[src/design/lpsw_pkg.sv]
package lpsw_pkg;

   // one pixel write transaction
   typedef struct packed {
      logic [6:0] column;
      logic [6:0] row;
      logic       colour;
   } req_type;

   // one controller word
   typedef struct packed {
      logic       is_data;
      logic [7:0] word_byte;
      logic       last;
   } rsp_type;

   typedef enum logic [2:0] {
      ST_CLEAR,
      ST_IDLE,
      ST_READ,
      ST_UPDATE,
      ST_EMIT
   } state_type;

   // controller to datapath
   typedef struct packed {
      logic clear_step;
      logic load;
      logic read;
      logic update;
      logic emit_step;
   } cmd_type;

   // datapath to controller
   typedef struct packed {
      logic clear_done;
      logic req_in_range;
      logic word_last;
   } status_type;

   // word order within one transaction
   typedef enum logic [1:0] {
      WORD_PAGE,
      WORD_COL_LOW,
      WORD_COL_HIGH,
      WORD_DATA
   } word_type;

   localparam logic [7:0] CMD_PAGE     = 8'hB0;
   localparam logic [7:0] NIBBLE_MASK  = 8'h0F;
   localparam logic [7:0] CMD_COL_HIGH = 8'h10;
   localparam logic [7:0] COL_HIGH_MASK = 8'h07;

endpackage

[src/design/lpsw_ctrl.sv]
module lpsw_ctrl (
   input  logic                   clock,
   input  logic                   reset,
   input  logic                   req_valid,
   output logic                   req_ready,
   output logic                   rsp_valid,
   input  logic                   rsp_ready,
   input  lpsw_pkg::status_type   status,
   output lpsw_pkg::cmd_type      cmd
);

   lpsw_pkg::state_type state_ff;
   lpsw_pkg::state_type state_in;

   always_ff @(posedge clock) begin
      if (reset) begin
         state_ff <= lpsw_pkg::ST_CLEAR;
      end else begin
         state_ff <= state_in;
      end
   end

   // next state
   always_comb begin
      state_in = state_ff;
      case (state_ff)
         lpsw_pkg::ST_CLEAR: begin
            if (status.clear_done) state_in = lpsw_pkg::ST_IDLE;
         end
         lpsw_pkg::ST_IDLE: begin
            if (req_valid && status.req_in_range) state_in = lpsw_pkg::ST_READ;
         end
         lpsw_pkg::ST_READ: begin
            state_in = lpsw_pkg::ST_UPDATE;
         end
         lpsw_pkg::ST_UPDATE: begin
            state_in = lpsw_pkg::ST_EMIT;
         end
         lpsw_pkg::ST_EMIT: begin
            if (rsp_ready && status.word_last) state_in = lpsw_pkg::ST_IDLE;
         end
         default: begin
            state_in = lpsw_pkg::ST_CLEAR;
         end
      endcase
   end

   // outputs
   always_comb begin
      cmd       = '0;
      req_ready = 1'b0;
      rsp_valid = 1'b0;
      case (state_ff)
         lpsw_pkg::ST_CLEAR: begin
            cmd.clear_step = 1'b1;
         end
         lpsw_pkg::ST_IDLE: begin
            req_ready = 1'b1;
            cmd.load  = req_valid;
         end
         lpsw_pkg::ST_READ: begin
            cmd.read = 1'b1;
         end
         lpsw_pkg::ST_UPDATE: begin
            cmd.update = 1'b1;
         end
         lpsw_pkg::ST_EMIT: begin
            rsp_valid     = 1'b1;
            cmd.emit_step = rsp_ready;
         end
         default: begin
            cmd = '0;
         end
      endcase
   end

endmodule

[config.mk]
export PLATFORM = sky130hd
export DESIGN_NAME = lpsw_ctrl
export DESIGN_NICKNAME = d
export VERILOG_FILES = /design/src/design/lpsw_pkg.sv /design/src/design/lpsw_ctrl.sv
export SDC_FILE = /design/constraint.sdc
export NUM_CORES = 1
export LEC_CHECK = 0
export ABC_AREA = 1
export CELL_PAD_IN_SITES_DETAIL_PLACEMENT = 0
export CELL_PAD_IN_SITES_GLOBAL_PLACEMENT = 1
export CORE_AREA = 5 5 42 44
export DETAILED_ROUTE_END_ITERATION = 10
export DIE_AREA = 0 0 47 49
export DONT_BUFFER_PORTS = 1
export PLACE_DENSITY_LB_ADDON = 0.1
export RECOVER_POWER = 25
export SLEW_MARGIN = 20
export SYNTH_ARGS = -nofsm -noshare
export SYNTH_HDL_FRONTEND = slang
export SYNTH_SLANG_ARGS = --single-unit
[constraint.sdc]
create_clock -name clock -period 0.83 [get_ports clock]
set_input_delay 0.1245 -clock clock [delete_from_list [all_inputs] [get_ports clock]]
set_output_delay 0.1245 -clock clock [all_outputs]
set_load 0.05 [all_outputs]
# Yosys cells after proc, flatten, opt, wreduce, memory -nomap -nowiden
# Index checks and enable logic that the tools add are counted.
[word_totals]
register_bits = 3
in_bits = 7
elab_cells = 23
out_inout_bits = 7
[op_classes]
n_reduce_logical = 4
eq_ne = 7
muxes = 11
[op_table]
columns = ["cell", "count"]
rows = [
  ["case mux 3 bit (5 select lines)", 1],
  ["two-way mux 3 bit", 3],
  ["two-way mux 1 bit", 7],
  ["equality test 3 x 2 -> 1 bit (second input constant)", 2],
  ["!= test 2 bit (second input constant)", 3],
  ["equality test 3 x 1 -> 1 bit (second input constant)", 1],
  ["equality test 3 bit (second input constant)", 1],
  ["zero test 3 bit", 1],
  ["AND reduction 3 bit", 1],
  ["logical AND 1 bit", 2],
]

# Longest topological paths before layout
# Gate-level depths: netlist (run 1).
[logic_depth]
ltp_word = 3
ltp_mapped = 6
ltp_nobuf = 6

# Least setup slack after synthesis (run 1)
# Ideal clock, no wire load.
[synth_timing]
path_type = "register to output"
start = "reg state_ff[0]"
end = "out cmd[3] (netlist name)"
path_stages_with_launch = 5
t_required_ns = 0.706
arrival_time_ns = 1.216
path_buffers = 0
path_slack_ns = -0.511
cell_sequence = "dfxtp_1 > inv_1 > nor2_2 > nand2_2 > nor2_1"
[synth_rtl]
columns = ["item", "line_no", "text"]
rows = [
  ["from (decl)", "lpsw_ctrl.sv:12", "lpsw_pkg::state_type state_ff;"],
  ["from (signal assigned)", "lpsw_ctrl.sv:17", "state_ff <= lpsw_pkg::ST_CLEAR;"],
  ["from (signal assigned)", "lpsw_ctrl.sv:19", "state_ff <= state_in;"],
  ["to (decl)", "lpsw_ctrl.sv:9", "output lpsw_pkg::cmd_type cmd"],
]

==> metrics, run 1 <==
syn_nets 42; first-pass GRT wire length 1100 um; WP data required 0.71 ns; synth unique cells 12; Worst Hold Class in2reg; Antenna Violating Nets Remaining 0; final core occ 34.4%; Fin Setup TNS -3.19 ns; Core Region 1400 um2; Cell Pwr Density 2100 nW/um2; RSZ-0062 raised after global routing true; f_max 813 MHz; Synth Area in XOR/XNOR 0%; H-tree Lvls 1; Final Instance Count excl. Fillers 66; Mapped Area 213 um2; initial antenna violation count 0; largest net degree at the start of global routing 6; Layout fillers 163; row cnt 14; Layout Nets 58; total wire length 700 um; Final period util 148%; synthesized area per cell 6.08 um2; I/O pins 14; Top Registers state_ff: 3 flops; Synth top area share 28.2%; largest cells by area after synthesis dfxtp_1 28%, inv_1 18%, nand3_1 9.4%; sequential fraction of the synthesis area 28.2%; DR DRC count 0; buffers added on ports 0; most frequent cell after synthesis inv_1; largest reg by FF count state_ff; complex-gate fraction of the synthesized area 2.35%; PnR worst setup slack -0.400 ns; CTS sink cnt 3; max-slew violations 0; TritonCTS clock tree yes; GRT Residual Overflow 0; Hold Violations, Final 0; Via-to-Cell Ratio 4.15; cell total after placement 56; Longest Clk Path Bufs 2; endpoint arrival time on the critical path 1.11 ns; synthesized flop and latch total 3; cell count after synthesis 35; # setup viols final 10; Slew headroom 83.3%; Initial DRT Pass Iterations 4; Async SR Flop Fraction 0%; Worst Tran Pin Value 0.251 ns; Max-Cap Viols 0; most common library cells after synthesis 10 x inv_1, 5 x nand2_1, 5 x nor2_1; type of origin of the critical path register; area leader, netlist dfxtp_1; crit end category output port; Routability Congestion 0.634; synthesized-area fraction occupied by adder cells 0%; share of layout cells above drive strength 1 70.0%; Leak 0.000196 uW; 1st-iter DRT viols 3; largest family of logic cells by synthesized area simple AND/OR/NAND/NOR gates; Crit Path Category reg2out; vias in the first global route 264; crit path max fanout 3; Root Driver clkbuf_4; via count 274; CTS clock-pin slew for the worst setup and hold paths 0.04 ns; die width 47 um; status finished with violations; DIE HEIGHT 49 um; DR WL/cell 10.6 um; Final Critical Period 1.23 ns; Primary FF master, synth dfxtp_1; reg2reg setup slack -0.25 ns; Die ar. 2300 um2; total track usage 6.96%; synth warn 0; Largest register FFs 3; Initial Util 15.2%; HPWL after detailed placement 545 um; Simple-Gate Fraction of Synth Area 51.8%; Post-synth EDFFs 0; clk_lat worst skew 0.24 ns; antenna cells 0; VDD IR max 0.649 mV; area grow syn2layout 126%; dpl ws -0.158 ns; Num CTS Buffers 3; Min Hold Slack 0.0455 ns; Worst Skew 0.00576 ns; failing checks setup timing; mux cell area share after synthesis 0%
## where the power goes
group          total, uW  leakage [uW]  internal (uW)  switching, uW
Clock                270     0.0000150            181           88.9
Sequential           187     0.0000264            163           24.2
Combinational        557      0.000154            231            326
Total               1010      0.000196            574            439
## layout by cell type, fill, tap and decap left out, drive strengths merged, types with 3 or more instances in the layout
| cell | instances |
|---|---|
| clkbuf | 4 |
| nand3 | 5 |
| dfxtp | 3 |
| nand2 | 6 |
| clkinvlp | 3 |
| buf | 10 |
| nor2 | 7 |
| inv | 7 |
## critical path, cell delays in order (launching register included)
cell and delay, ns:
dfxtp_2 0.35, inv_2 0.06, nor2_4 0.13, nand2_4 0.09
nor2_4 0.10, buf_12 0.14
## per-layer routing
metal  wire length (um)  track usage, %  part of all wire [%]
met1                251            7.22                    36
met2                339            9.73                    48
met3                 87            1.85                    12
met4                 22            8.29                   3.1
met5                  0               0                     0
## worst paths after layout
path                    start           to  cells past startpoint
setup / recovery  state_ff[0]       cmd[3]                      5
hold / removal          reset  state_ff[0]                      2
setup reg to reg  state_ff[0]  state_ff[0]                      8
hold reg to reg   state_ff[2]  state_ff[2]                      2
## repair_timing
| item | CTS | global route |
|---|---|---|
| hold endpoints to repair | 2 | 0 |
| setup buffers | 4 | 2 |
| pin swaps | 8 | 2 |
| endpoints found under the setup margin | 10 | 10 |
| hold buffers | 1 | 0 |
| resized for setup | 8 | 4 |
## metrics by stage
step                      cell area, um2  total power [uW]
after floorplan                      269               516
after global routing                 482              1070
final                                482              1010
after CTS                            460               989
after detailed placement             364               647
after global placement               364               649
## logic make-up (layout without fill, tap and decap cells)
kind of cell           count (synthesis)  after routing
AOI/OAI and AO/OA                      1              1
buffers and inverters                 10             25
DFF                                    3              3
and+or+nand+nor                       21             21
## layout make-up
class	instances	area [um2]	area share, %
Timing Repair Buffer	11	134	27.8
Clock buffer	4	26.3	5.45
Multi-Input combinational cell	22	181	37.7
Sequential cell	3	68.8	14.3
Inverter	10	51.3	10.6
Tap cell	16	20.0	4.16
Power figures use the tool's default switching activity.
==> inputs of run 2 (changes only) <==
Settings changed: ABC_AREA 1 to 0, CORE_AREA 5 5 42 44 to 2 2 39 41, DIE_AREA 0 0 47 49 to 0 0 41 43.
Clock period 0.83 ns to 1.59 ns, I/O delays scaled along.
==> metrics, run 2 <==
sequential fraction of the synthesis area 29.1%; Cell Pwr Density 987 nW/um2; via count 192; Initial Util 14.9%; most common library cells after synthesis 3 x a31oi_1, 3 x dfxtp_1, 2 x and2_1; first-pass GRT wire length 765 um; vias in the first global route 183; Longest Clk Path Bufs 2; CTS clock-pin slew for the worst setup and hold paths 0.04 ns; CTS sink cnt 3; Routability Congestion 0.601; share of layout cells above drive strength 1 45.2%; Worst Hold Class in2reg; largest cells by area after synthesis dfxtp_1 29%, a31oi_1 9.1%, nor3b_4 9.1%; Largest register FFs 3; area leader, netlist dfxtp_1; 1st-iter DRT viols 1; syn_nets 30; DIE HEIGHT 43 um; Layout fillers 169; synth warn 0; Max-Cap Viols 0; DR DRC count 0; Initial DRT Pass Iterations 3; GRT Residual Overflow 0; type of origin of the critical path register; clk_lat worst skew 0.23 ns; Primary FF master, synth dfxtp_1; DR WL/cell 10.6 um; total wire length 497 um; row cnt 14; Core Region 1380 um2; endpoint arrival time on the critical path 1.23 ns; VDD IR max 0.528 mV; most frequent cells in the layout 4 x buf_4, 3 x a31oi_1, 3 x clkbuf_4, 3 x dfxtp_1; Worst Skew 0.00400 ns; Slew headroom 74.3%; I/O pins 14; synthesized area per cell 8.98 um2; setup bufs post-CTS 0; synthesized flop and latch total 3; crit path max fanout 6; Die ar. 1760 um2; buffers added on ports 0; Min Hold Slack 0.0768 ns; Final period util 92.3%; Fin Setup TNS 0 ns; Mapped Area 206 um2; largest net degree at the start of global routing 11; total track usage 7.21%; die width 41 um; Root Driver clkbuf_4; synth unique cells 18; Final Critical Period 1.47 ns; Final Cell Area 284 um2; Worst Tran Pin Value 0.384 ns; post-cts sizing count 0; f_max 682 MHz; status finished, final reports clean; largest reg by FF count state_ff; Leak 0.000123 uW; # setup viols final 0; Hold Violations, Final 0; Top Registers state_ff: 3 flops; H-tree Lvls 1; crit end category output port; WP data required 1.35 ns; Async SR Flop Fraction 0%; Via-to-Cell Ratio 4.09; RSZ-0062 raised after global routing false; max-slew violations 0; Crit Path Category reg2out; hold_buf cts 0; antenna cells 0; placed cell area 260 um2; Num CTS Buffers 3; initial antenna violation count 0; Synth top area share 29.1%; cell count after synthesis 23; Antenna Violating Nets Remaining 0; Post-synth EDFFs 0; area grow syn2layout 37.6%; Layout Nets 39; commonest non-fill, non-tap cell in the layout buf_4; TritonCTS clock tree yes
[run 2: cell count changes in the layout (fill, tap and decap cells not counted), sizes merged, moves of 3 or more]
cell,change
clkinvlp,-3
buf,-6
nand2,-5
a31oi,+3
nand3,-4
inv,-7
nor2,-5
[run 2: stage by stage]
| step | total power, uW | worst slack, ns | utilization, % | instances |
|---|---|---|---|---|
| after floorplan | 137 | 0.0289 | - | 23 |
| after global placement | 150 | 0.315 | 18.8 | 43 |
| after detailed placement | 150 | 0.326 | 18.8 | 43 |
| after CTS | 287 | 0.118 | 20.7 | 47 |
| after global routing | 303 | 0.0346 | 20.5 | 47 |
| final | 280 | 0.123 | 20.5 | 47 |
[run 2: cell families after synthesis]
group                  count (synthesis)  share of synthesized area, %
AO/OA/AOI/OAI                          6                          18.8
buffers and inverters                  1                          5.45
flip-flops                             3                          29.1
AND/OR/NAND/NOR                       13                          46.7
[run 2: layout make-up]
| class | count | area [um2] | area share [%] |
|---|---|---|---|
| clock buffers | 4 | 26.3 | 9.25 |
| well taps | 16 | 20.0 | 7.05 |
| repair buffers | 5 | 35.0 | 12.3 |
| flip-flops and latches | 3 | 60.1 | 21.1 |
| multi-input cells | 19 | 143 | 50.2 |
[run 2: final timing paths]
check | slack [ns] | startpoint | end | cells past startpoint
worst max register to register | 0.31 | state_ff[2] | state_ff[1] | 4
worst min-delay path | 0.08 | reset | state_ff[2] | 1
worst max-delay path | 0.12 | state_ff[1] | cmd[2] | 2
worst min register to register | 0.66 | state_ff[0] | state_ff[0] | 2
[run 2: worst max-delay path: stages (launching register included)]
cell and delay [ns]:
dfxtp_1 0.48, nor3b_2 0.21, clkbuf_2 0.30
[run 2: power by group]
part,leakage [uW],internal (uW),switching (uW)
logic,0.0000835,22.0,39.8
clock network,0.0000150,94.0,38.8
registers,0.0000245,78.9,6.88
[run 2: per-layer routing]
layer	track usage, %	part of all wire, %
met4	4.00	0
met2	7.50	39
met5	0	0
met3	8.90	13
met1	7.99	47
==> inputs of run 3 (changes only) <==
Settings changed: ABC_CLOCK_PERIOD_IN_PS set to 1800.
Clock period 1.59 ns to 1.8 ns, I/O delays scaled along.
==> metrics, run 3 (synthesis gave the netlist of run 2 again) <==
Highest Signal Layer met4; I/O pins 14; status finished, final reports clean; crit-path cells and3_1; Core Region 1380 um2; via count 188; most frequent cells in the layout 3 x a31oi_1, 3 x clkbuf_4, 3 x buf_4, 3 x dfxtp_1, 2 x and2_1; Initial Util 14.9%; post-cts sizing count 0; Slew headroom 67.2%; Num CTS Buffers 3; Cell Pwr Density 888 nW/um2; Final period util 87.5%; overall power 252 uW; metal3 WL 36 um; vias in the first global route 215; area grow syn2layout 37.6%; CTS clock-pin slew for the worst setup and hold paths 0.04 ns; M1 wire length 204 um; endpoint arrival time on the critical path 1.31 ns; max-slew violations 0; clk_lat worst skew 0.23 ns; TritonCTS clock tree yes; die width 41 um; cell family with most CP delay simple AND/OR/NAND/NOR gates; Longest Clk Path Bufs 2; Combinational Power Share 23.6%; met2 wire length 241 um; type of origin of the critical path register; Routability Congestion 0.689; reg2reg setup slack 0.57 ns; DR DRC count 0; Antenna Violating Nets Remaining 0; total wire length 510 um; H-tree Lvls 1; Worst Hold Class in2reg; Crit Reg-Reg Startpoint state_ff[2]; DIE HEIGHT 43 um; setup bufs post-CTS 0; Worst Tran Pin Value 0.494 ns; Max-Cap Viols 0; Largest register FFs 3; CP max stage delay 0.54 ns; Reg2Reg Depth 3; buffers added on ports 0; RSZ-0062 raised after global routing false; crit end category output port; Hold Violations, Final 0; 1st-iter DRT viols 3; largest net degree at the start of global routing 11; GRT Residual Overflow 0; Leak 0.000118 uW; Crit Path Category reg2out; RR Endpoint state_ff[2]; Clock power frac 46.6%; Critical Path Sink cmd[0]; hold wc startpoint reset; Seq pwr share 29.7%; Switch Pwr 76.6 uW; f_max 635 MHz; Via-to-Cell Ratio 4.09; slowest CP cell and3_1; initial antenna violation count 0; WP data required 1.53 ns; row cnt 14; CTS sink cnt 3; VDD IR max 0.252 mV; share of layout cells above drive strength 1 36.7%; first-pass GRT wire length 931 um; largest reg by FF count state_ff; Layout Nets 38; DR WL/cell 11.1 um; # setup viols final 0; Top Registers state_ff: 3 flops; Worst Skew 0.00191 ns; crit path max fanout 10; Crit path depth 1; Internal 176 uW; hold_buf cts 0; Die ar. 1760 um2; Setup crit start state_ff[2]; antenna cells 0; Crit path buffers/inverters 0; Final Critical Period 1.58 ns; Initial DRT Pass Iterations 4; Fin Setup TNS 0 ns; Root Driver clkbuf_4; total track usage 9.02%; sw frac 30.4%
[run 3: cell types whose count changed in the layout (fill, tap and decap cells not counted)]
cell	before	now
and2_4	1	0
clkbuf_2	1	0
nor3_2	1	0
nor3_1	0	1
buf_12	0	1
and2_1	1	2
buf_4	4	3
[run 3: routing by layer]
| layer | up-vias | global-route usage, % |
|---|---|---|
| li1 | 96 | - |
| met2 | 8 | 9.69 |
| met4 | 0 | 14.0 |
| met1 | 82 | 9.58 |
| met3 | 2 | 4.19 |
| met5 | - | 0 |
[run 3: worst reg2reg max path, delay by kind of cell (launching register included)]
| kind | cells | cell delay, ns |
|---|---|---|
| AO/OA/AOI/OAI | 1 | 0.17 |
| AND/OR/NAND/NOR | 2 | 0.42 |
| flip-flops | 1 | 0.53 |
[run 3: how the worst min path moves through the flow]
stage | endpoint | slack (ns) | cells past startpoint
final | state_ff[2] | 0.10 | 1
after global routing | state_ff[2] | 0.10 | 1
after detailed placement | state_ff[2] | 0.34 | 1
after global placement | state_ff[2] | 0.34 | 1
after CTS | state_ff[2] | 0.1 | 1
after floorplan | state_ff[2] | 0.34 | 1
[run 3: power by group through the flow]
stage                     sequential (uW)  combinational [uW]  clock (uW)
after floorplan                      74.5                43.9           0
after global placement               75.5                59.9           0
after detailed placement             75.8                60.0           0
after CTS                            74.8                60.1         122
after global routing                 75.6                63.5         131
final                                75.0                59.7         118
[run 3: through the flow]
stage	instances	hold WS, ns	setup slack (ns)	area (um2)	util (%)
floorplan	23	0.342	0.0177	206	-
global placement	42	0.344	0.473	258	18.6
detailed placement	42	0.345	0.474	258	18.6
CTS	46	0.0976	0.216	284	20.5
global route	46	0.100	0.134	284	20.5
finish	46	0.105	0.224	284	20.5
[run 3: area by class of cell]
cell class                      instances  area, um2
Fill cell                             152       1100
Clock buffer                            4       26.3
Multi-Input combinational cell         19        135
Tap cell                               16       20.0
Timing Repair Buffer                    4       42.5
Sequential cell                         3       60.1
